`src/rtl/core/vnt_pkg.sv`:
```
`timescale 1ns / 1ps
// ----------------------------------------------------------------------------
// vnt_pkg: shared types and constants for value noise turbulence
// Fixed-point widths, operation and register codes, divider status.
// ----------------------------------------------------------------------------
package vnt_pkg;

	localparam int VAL_W   = 17;	// Q1.16 value, 0..1.0
	localparam int FRAC_W  = 16;
	localparam int COORD_W = 32;	// Q16.16 coordinate
	localparam int CFG_W   = 5;
	localparam int MUL_A_W = 33;
	localparam int MUL_B_W = 18;
	localparam int MUL_W   = MUL_A_W + MUL_B_W;

	localparam logic [VAL_W-1:0]   ONE_Q16    = 17'h10000;
	localparam logic [COORD_W-1:0] OFFSET_Q16 = 32'd1669202;	// 25.47
	localparam logic [MUL_B_W-1:0] THREE_Q16  = 18'h30000;
	localparam logic [MUL_W-1:0]   HALF_32    = 51'h80000000;
	localparam logic [MUL_W-1:0]   HALF_16    = 51'h8000;

	typedef enum logic [1:0] {
		OP_LOAD_NOISE = 2'd0,
		OP_LOAD_PERM  = 2'd1,
		OP_EVAL       = 2'd2
	} op_t;

	typedef enum logic {
		CFG_OCTAVES = 1'b0,
		CFG_DIM     = 1'b1
	} cfg_idx_t;

	typedef struct packed {
		logic busy;
		logic done;
	} div_stat_t;

endpackage

```
`src/rtl/core/vnt_div.sv`:
```
`timescale 1ns / 1ps
// ----------------------------------------------------------------------------
// vnt_div: iterative restoring divider
// One quotient bit per cycle; quotient known to fit VAL_W bits.
// ----------------------------------------------------------------------------
module vnt_div
	import vnt_pkg::*;
#(
	parameter int NUM_W = 32,
	parameter int DEN_W = 16
) (
	input  logic             clk,
	input  logic             arst_n,
	input  logic             start,
	input  logic [NUM_W-1:0] num,
	input  logic [DEN_W-1:0] den,
	output div_stat_t        stat,
	output logic [VAL_W-1:0] quot
);

	localparam int CNT_W = $clog2(VAL_W + 1);

	logic             busy_q;
	logic             done_q;
	logic [CNT_W-1:0] cnt_q;
	logic [DEN_W-1:0] rem_q;
	logic [DEN_W-1:0] den_q;
	logic [VAL_W-1:0] low_q;

	logic [DEN_W:0] rem_sh;
	logic [DEN_W:0] diff;
	logic           ge;

	always_comb begin
		rem_sh = {rem_q, low_q[VAL_W-1]};
		diff   = rem_sh - {1'b0, den_q};
		ge     = (rem_sh >= {1'b0, den_q});
	end

	always_ff @(posedge clk or negedge arst_n) begin
		if (!arst_n) begin
			busy_q <= 1'b0;
			done_q <= 1'b0;
			cnt_q  <= '0;
		end else begin
			done_q <= !start && busy_q && (cnt_q == CNT_W'(1));
			if (start) begin
				busy_q <= 1'b1;
				cnt_q  <= CNT_W'(VAL_W);
			end else if (busy_q) begin
				cnt_q <= cnt_q - CNT_W'(1);
				if (cnt_q == CNT_W'(1))
					busy_q <= 1'b0;
			end
		end
	end

	always_ff @(posedge clk) begin
		if (start) begin
			rem_q <= DEN_W'(num >> VAL_W);
			low_q <= num[VAL_W-1:0];
			den_q <= den;
		end else if (busy_q) begin
			rem_q <= ge ? diff[DEN_W-1:0] : rem_sh[DEN_W-1:0];
			low_q <= {low_q[VAL_W-2:0], ge};
		end
	end

	assign stat.busy = busy_q;
	assign stat.done = done_q;
	assign quot      = low_q;

endmodule

```
`config.mk`:
```
export PLATFORM = sky130hd
export DESIGN_NAME = vnt_div
export DESIGN_NICKNAME = d
export VERILOG_FILES = /design/src/rtl/core/vnt_pkg.sv /design/src/rtl/core/vnt_div.sv
export SDC_FILE = /design/constraint.sdc
export NUM_CORES = 1
export LEC_CHECK = 0
export CAP_MARGIN = 20
export CELL_PAD_IN_SITES_DETAIL_PLACEMENT = 0
export CELL_PAD_IN_SITES_GLOBAL_PLACEMENT = 1
export CORE_UTILIZATION = 54
export DETAILED_ROUTE_END_ITERATION = 6
export DONT_BUFFER_PORTS = 1
export PLACE_DENSITY_LB_ADDON = 0.1
export SLEW_MARGIN = 40
export SYNTH_ARGS = -nofsm -noshare
export SYNTH_HDL_FRONTEND = slang
export SYNTH_SLANG_ARGS = --single-unit
export TNS_END_PERCENT = 20
```
`constraint.sdc`:
```
create_clock -name clk -period 3.65 [get_ports clk]
set_input_delay 0.365 -clock clk [delete_from_list [all_inputs] [get_ports clk]]
set_output_delay 0.365 -clock clk [all_outputs]
set_load 0.05 [all_outputs]
```
==> flow_summary.toml, run 1 <==
[critical_path]
timing.rr.end = "rem_q[0]"
cp_max_fo = 11
worstSetupPathType = "reg -> reg"
cp-start-kind = "flop"
rr_worst_depth = 9
cp-end-kind = "flop"
r2r_start = "rem_q[7]"
r2r_slack_ns = 0.69
cp.arrival_ns = 3.05
worstPathRequired_ns = 3.74

[sta]
rsz0062_at_grt = "false"
fin_ws_ns = 0.6850
hold_viol = 0
worst_pin_slew_ns = 0.7892
layout_worst_path_cycle_share = 0.8123
final.setup.tns_ns = 0
setup-violations-final = 0
skew_ns = 0.01388
slew_violations = 0
slew_headroom = 0.4739
fmaxAchievable_mhz = 337.3
min_period_ns = 2.965

[grt]
grt_overflow = 0
grt_pass1_wl_um = 9080
grt_pass1_vias = 1911
antenna_found_initial = 0
grt_max_degree = 82
track_usage = 0.1887

[synthesis]
ys_ff_latch = 56
syn_area_um2 = 3276
avgSynthCellArea_um2 = 11.83
synth_top_area_cell = "edfxtp_1"
ys.flop_type = "edfxtp_1"
syn_nets = 347
ys_top_cells_by_count = "edfxtp_1, inv_1, nand2_1"
yosysUniqueCellTypes = 55
synth_enable_flop_cells = 48
synth_top_cells_by_area = "edfxtp_1, ha_1, mux2_2"
yosys_warnings = 0
synthCells = 277
synth.most_common_cell = "edfxtp_1"
ys_seq_area_frac = 0.4996
postSynth.asyncResetShare = 0.1250
synth_top_area_frac = 0.4400

[hold_path]
holdPathEnd = "den_q[3]"
worstHoldStart = "den[3]"
hold_path.class = "in -> reg"
hold_depth = 0

[routing]
wl_um = 5555
dr_total_vias = 1996
post_drt_wl_per_cell_um = 15.87
ant_nets = 0
drcViolationCount = 0
drtIter0Drc = 77
post_drt_via_cell_ratio = 5.703
dr.pass1.iters = 4

[placement]
dpl_cell_area_um2 = 3314
portBuffers = 0
hpwl_um = 3854
place_ws_ns = 0.7024
place_congestion = 0.7450

[final_layout]
final_util = 0.5823
area_delta_synth_final_pct = 4.622
diodes = 0
regArea_um2 = 1637
fin_nets = 344
fill_cells = 519
stdcell_area_um2 = 3427
multi_input_area_um2 = 1468
drive_gt1_frac = 0.1527

[die]
core_um2 = 5886
die_x_um = 79.89
fp-row-count = 28
initial_core_util = 0.5565
dieArea_um2 = 6382
die_y_um = 79.89
ios = 70

[clocking]
cts_htree_levels = 2
cts_tree = "done"
cts_buffers = 5
clk_pin_slew_ns = 0.11
ctsResizeCount = 0
clockRootBuffer = "clkbuf_8"
clk_path_buf_depth = 2
numClockSinks = 56
clk_latency_ns = 0.32

[power]
comb_power_share = 0.442
switching_power_w = 0.001199
power.density_nw_per_um2 = 828.9
intPower_w = 0.001642
power.share.clock = 0.130
p_sw_frac = 0.4220
vdd_ir_drop_max_mv = 0.3882
p_leak_nw = 1.381
power_frac_seq = 0.428

[outcome]
status = "completed"

[flow_run]
maxCapViolCount = 0
[sequential cells by signal, summed over array words and instances (netlist names)]
name / cells
busy_q: 1
den_q: 16
done_q: 1
rem_q: 16
quot: 17
cnt_q: 5
[routing by layer]
metal	GRT usage	routed length (µm)	up-vias
met5	0	0	-
met4	0.06964	75	0
met3	0.04914	226	5
met2	0.2812	2461	43
met1	0.2630	2791	947
li1	-	-	1001
[per-stage QoR]
step | hold WS, ns | total power (W) | std cells
after floorplan | 0.06941 | 0.002285 | 277
after global placement | 0.06954 | 0.002467 | 340
after detailed placement | 0.06954 | 0.002481 | 341
after CTS | 0.08653 | 0.002868 | 350
after global routing | 0.09120 | 0.003057 | 350
final | 0.1295 | 0.002841 | 350
[cells in the final DEF (no fill, tap or decap), drive strengths merged, types with 3 or more instances in the layout]
cell type,n
a21o,5
a21oi,11
buf,3
clkbuf,5
dfrtp,7
edfxtp,48
ha,18
inv,25
mux2,17
mux2i,9
nand2,23
nand2b,3
nand3,4
nand3b,8
nor2,12
nor2b,4
nor3,4
o21ai,11
o311ai,6
xnor2,8
xor2,8
[worst max-delay path by stage]
stage | slack (ns) | start | endpoint | cells after the start
6_report | 0.69 | rem_q[7] | rem_q[0] | 9
3_3_place_gp | 0.59 | rem_q[11] | rem_q[11] | 8
5_1_grt | 0.52 | rem_q[7] | rem_q[0] | 9
2_1_floorplan | 0.94 | quot[16] | rem_q[12] | 11
4_1_cts | 0.69 | rem_q[7] | rem_q[0] | 9
3_5_place_dp | 0.70 | rem_q[11] | rem_q[0] | 9
[power by group through the flow]
| stage | Combinational (W) | Clock, W | Sequential, W |
|---|---|---|---|
| 3_5_place_dp | 0.00125 | 0 | 0.00123 |
| 2_1_floorplan | 0.00109 | 0 | 0.00119 |
| 3_3_place_gp | 0.00124 | 0 | 0.00123 |
| 5_1_grt | 0.00141 | 0.000408 | 0.00124 |
| 4_1_cts | 0.00126 | 0.000388 | 0.00122 |
| 6_report | 0.00126 | 0.000370 | 0.00122 |
[cell families after synthesis]
family,after synthesis,share of synthesized area
compound gates,52,0.1337
flops,56,0.4996
buf+inv,38,0.05233
xor+xnor,16,0.04278
fa+ha+maj,19,0.07487
simple gates,70,0.1108
mux,26,0.08594
[cell type report]
cell class,instances,share of cell area
clock buffers,5,0.02008
clock inverters,3,0.009858
inverters,24,0.02629
multi-input cells,183,0.4283
flip-flops and latches,56,0.4775
well taps,75,0.02738
repair buffers,4,0.01059
[critical path: stages, from the launching register on]
cell and delay, ns:
edfxtp_1 0.41, ha_1 0.39, a21oi_1 0.20, o21ai_0 0.16, or2_1 0.25, o21ai_2 0.20, o311a_1 0.56, buf_6 0.22
mux2i_1 0.09, mux2_2 0.26
[what timing repair did]
item,CTS,global route
endpoints found under the hold margin,7,0
setup buffers,0,0
hold buffers,1,0
Note: power is estimated with default switching activity, not from simulation.
==> run 2: changes to the inputs <==
- CORE_UTILIZATION: 54 -> 50
- clock period: 3.65 -> 2.79 ns (I/O delays scaled with it)
==> run 2 against run 1 <==
Clock skew is 0.0013 ns lower. Sequential share of layout area is 1.1 points lower. Power is 37% higher. Sequential cell count stayed put. Critical endpoint is now rem_q[10].
==> flow_summary.toml, run 2 (synthesis results as in run 1) <==
[clocking]
cts_buffers = 5
numClockSinks = 56
cts_htree_levels = 2
cts_tree = "done"
clk_pin_slew_ns = 0.11
clockRootBuffer = "clkbuf_8"
clk_path_buf_depth = 2
clk_latency_ns = 0.32

[critical_path]
cp_max_fo = 3
slowest_delay_ns = 0.41
cp_top_family = "compound AO/OA/AOI/OAI gates"
cp_num_cells = 13
critPathSlowestCell = "edfxtp_1"
timing.rr.end = "rem_q[10]"
worstPathRequired_ns = 2.87
rr_worst_depth = 13
cp-endpoint = "rem_q[10]"
r2r_start = "quot[16]"
cp.arrival_ns = 2.71
cp-start-kind = "flop"
worstPathBufferInverterCount = 4
crit_start = "quot[16]"
cp-end-kind = "flop"
crit_chain = "inv_1 > ha_2 > inv_1 > fa_1 > a21o_1 > nand3_2 > a31oi_1 > a311oi_1 > buf_4 > buf_4 > xnor2_1 > mux2i_1 > o21ai_1"
worstSetupPathType = "reg -> reg"
r2r_slack_ns = 0.16

[die]
initial_core_util = 0.5159
dieArea_um2 = 6879
ios = 70
die_y_um = 82.94
die_x_um = 82.94
fp-row-count = 29
core_um2 = 6350

[power]
comb_power_share = 0.464
power.density_nw_per_um2 = 1105
power_frac_seq = 0.409
intPower_w = 0.002253
vdd_ir_drop_max_mv = 0.5423
power.share.clock = 0.126
switching_power_w = 0.001626
p_sw_frac = 0.4191
p_leak_nw = 1.422

[routing]
wl_met1_um = 2905
wl_met2_um = 2702
drtIter0Drc = 74
dr.pass1.iters = 4
dr_total_vias = 2023
ant_nets = 0
post_drt_wl_per_cell_um = 16.48
routed-wl-met3_um = 272
highest-signal-layer = "met4"
wl_um = 5948
post_drt_via_cell_ratio = 5.604
drcViolationCount = 0

[final_layout]
largest_reg_flops = 17
final_common_cell = "edfxtp_1"
drive_gt1_frac = 0.1937
stdcell_area_um2 = 3510
final_util = 0.5527
diodes = 0
fin_nets = 353
area_delta_synth_final_pct = 7.143
layout_common_cells = "edfxtp_1, inv_1, nand2_1, mux2_2, ha_1"

[sta]
layout_worst_path_cycle_share = 0.9442
hold_ws_ns = 0.04000
min_period_ns = 2.634
setup-violations-final = 0
hold_viol = 0
worst_pin_slew_ns = 0.7851
final.setup.tns_ns = 0
skew_ns = 0.01258
fmaxAchievable_mhz = 379.6
rsz0062_at_grt = "false"
slew_violations = 0
slew_headroom = 0.4766

[outcome]
status = "completed"

[grt]
grt_pass1_vias = 2020
grt_pass1_wl_um = 9729
grt_max_degree = 82
grt_overflow = 0
antenna_found_initial = 0
track_usage = 0.1783

[placement]
hpwl_um = 4130
dpl_cell_area_um2 = 3373
portBuffers = 0
place_congestion = 0.7786

[hold_path]
hold_path.class = "in -> reg"

[flow_run]
maxCapViolCount = 0
[run 2: cell count changes in the layout (fill, tap and decap cells not counted), sizes merged]
cell,delta
buf,+9
clkinv,-2
inv,+2
[run 2: final cells by class]
class                           instances  area [µm²]
Tap cell                               77       96.34
Multi-Input combinational cell        183        1489
Fill cell                             569        2840
Timing Repair Buffer                   13       100.1
Clock inverter                          3       28.78
Sequential cell                        56        1637
Inverter                               24       90.09
Clock buffer                            5       68.82
[run 2: how the worst min path moves through the flow]
stage,start,to,slack [ns],depth (start not counted)
after floorplan,arst_n,busy_q,-0.02,0
after global placement,arst_n,cnt_q[2],-0.02,0
after detailed placement,arst_n,cnt_q[3],-0.02,0
after CTS,start,cnt_q[3],0.02,1
after global routing,start,cnt_q[3],0.01,1
final,start,cnt_q[3],0.04,1
[run 2: stage by stage]
step / cells / total power [W] / setup WS [ns]
after floorplan: 277 / 0.002989 / 0.08403
after global placement: 351 / 0.003350 / 0.1446
after detailed placement: 351 / 0.003351 / -0.003920
after CTS: 360 / 0.003863 / 0.1199
after global routing: 361 / 0.004153 / 0.004692
final: 361 / 0.003878 / 0.1557
[run 2: layer usage]
layer | up-vias | global-route usage
li1 | 1020 | -
met1 | 948 | 0.2480
met2 | 49 | 0.2787
met3 | 6 | 0.04473
met4 | 0 | 0.04702
met5 | - | 0
[run 2: power by group through the flow]
stage                     clock [W]  combinational, W  sequential [W]
after floorplan                   0           0.00143         0.00156
after global placement            0           0.00174         0.00161
after detailed placement          0           0.00174         0.00161
after CTS                  0.000504           0.00177         0.00159
after global routing       0.000534           0.00200         0.00162
final                      0.000490           0.00180         0.00159
[run 2: repair_timing]
action	CTS	global route
pin swaps	0	1
endpoints found under the hold margin	7	0
resized for setup	1	4
setup endpoints to repair	1	2
hold buffers	1	0
setup buffers	0	1
==> run 3: changes to the inputs <==
- RECOVER_POWER: default -> 50
==> run 3 against run 2 <==
Via count about the same. Critical path depth unchanged. Power about the same. Non-clock buffer count unchanged. Register-to-register slack about the same. Worst hold slack about the same. Worst setup slack improved by 0.0046 ns. Maximum frequency increased by 0.17%. Clock power about the same. Combinational power about the same. Cell area decreased by 0.11%. Sequential power about the same.
==> flow_summary.toml, run 3 (synthesis results as in run 1) <==
[outcome]
status = "completed"

[clocking]
cts_tree = "done"
clockRootBuffer = "clkbuf_8"
numClockSinks = 56
clk_pin_slew_ns = 0.11
cts_buffers = 5
clk_path_buf_depth = 2
cts_htree_levels = 2
clk_latency_ns = 0.32

[critical_path]
cp-end-kind = "flop"
crit_chain = "inv_1 > ha_2 > inv_1 > fa_1 > a21o_1 > nand3_2 > a31oi_1 > a311oi_1 > buf_4 > buf_4 > xnor2_1 > mux2i_1 > o21ai_1"
cp_max_fo = 3
worstPathRequired_ns = 2.87
critPathSlowestCell = "edfxtp_1"
slowest_delay_ns = 0.41
worstPathBufferInverterCount = 4
worstSetupPathType = "reg -> reg"
cp-start-kind = "flop"
cp_top_family = "compound AO/OA/AOI/OAI gates"
cp.arrival_ns = 2.71

[final_layout]
final_common_cell = "edfxtp_1"
layout_common_cells = "edfxtp_1, inv_1, nand2_1, mux2_2, ha_1"
largest_reg_flops = 17
fin_nets = 353
diodes = 0
stdcell_area_um2 = 3506
final_util = 0.5521
drive_gt1_frac = 0.1901
area_delta_synth_final_pct = 7.028

[sta]
worst_pin_slew_ns = 0.7865
slew_headroom = 0.4757
skew_ns = 0.01258
slew_violations = 0
min_period_ns = 2.630
hold_viol = 0
rsz0062_at_grt = "false"
layout_worst_path_cycle_share = 0.9425
setup-violations-final = 0
fmaxAchievable_mhz = 380.3

[hold_path]
hold_path.class = "in -> reg"

[die]
fp-row-count = 29
core_um2 = 6350
die_x_um = 82.94
dieArea_um2 = 6879
initial_core_util = 0.5159
ios = 70
die_y_um = 82.94

[grt]
grt_pass1_vias = 2020
track_usage = 0.1783
antenna_found_initial = 0
grt_pass1_wl_um = 9729
grt_overflow = 0
grt_max_degree = 82

[routing]
ant_nets = 0
drtIter0Drc = 73
dr_total_vias = 2021
post_drt_wl_per_cell_um = 16.48
post_drt_via_cell_ratio = 5.598
wl_um = 5949
dr.pass1.iters = 4
drcViolationCount = 0

[power]
power.density_nw_per_um2 = 1105
vdd_ir_drop_max_mv = 0.5423
p_leak_nw = 1.418
finalPower_w = 0.003875

[placement]
hpwl_um = 4130
portBuffers = 0
place_congestion = 0.7786
dpl_cell_area_um2 = 3373

[flow_run]
maxCapViolCount = 0
[run 3: layer usage]
layer  GRT usage  vias to the layer above  part of all wire
met1      0.2480                      946              0.49
met4     0.04702                        0             0.011
met2      0.2787                       49              0.45
met3     0.04473                        6             0.046
met5           0                        -                 0
li1            -                     1020                 -
[run 3: final cells by class]
class                      instances  area, µm²
clock buffer                       5      68.82
clock inverter                     3      28.78
fill                             571       2844
inverter                          24      90.09
multi-input combinational        183       1489
sequential                        56       1637
tap                               77      96.34
timing repair buffer              13      96.34
[run 3: repair_timing]
item	in CTS	in global routing
hold endpoints to repair	7	0
buffers inserted	0	1
setup endpoints to repair	1	2
resized for setup	1	4
pin swaps	0	1
hold buffers	1	0
[run 3: per-stage QoR]
step                setup WS (ns)  hold WS (ns)  cells   TNS [ns]
finish                     0.1603       0.03998    361          0
global route             0.009379       0.01483    361          0
CTS                        0.1199       0.02145    360          0
detailed placement      -0.003920      -0.01648    351  -0.003920
global placement           0.1446      -0.01645    351          0
floorplan                 0.08403      -0.01659    277          0
[run 3: worst paths after layout]
kind / from / to / slack (ns) / cells after the start
max: quot[16] / rem_q[10] / 0.16 / 13
min: start / cnt_q[3] / 0.04 / 1
max reg2reg: quot[16] / rem_q[10] / 0.16 / 13
min reg2reg: cnt_q[4] / cnt_q[4] / 0.54 / 2
max in group asynchronous: arst_n / cnt_q[1] / 2.27 / 1
min in group asynchronous: arst_n / cnt_q[3] / 0.28 / 1
[run 3: power breakdown]
part	total, W	leakage, nW	internal [W]	switching (W)
clock	0.000490	0.0511	0.000190	0.000300
sequential	0.00159	0.590	0.00121	0.000374
combinational	0.00180	0.778	0.000847	0.000952
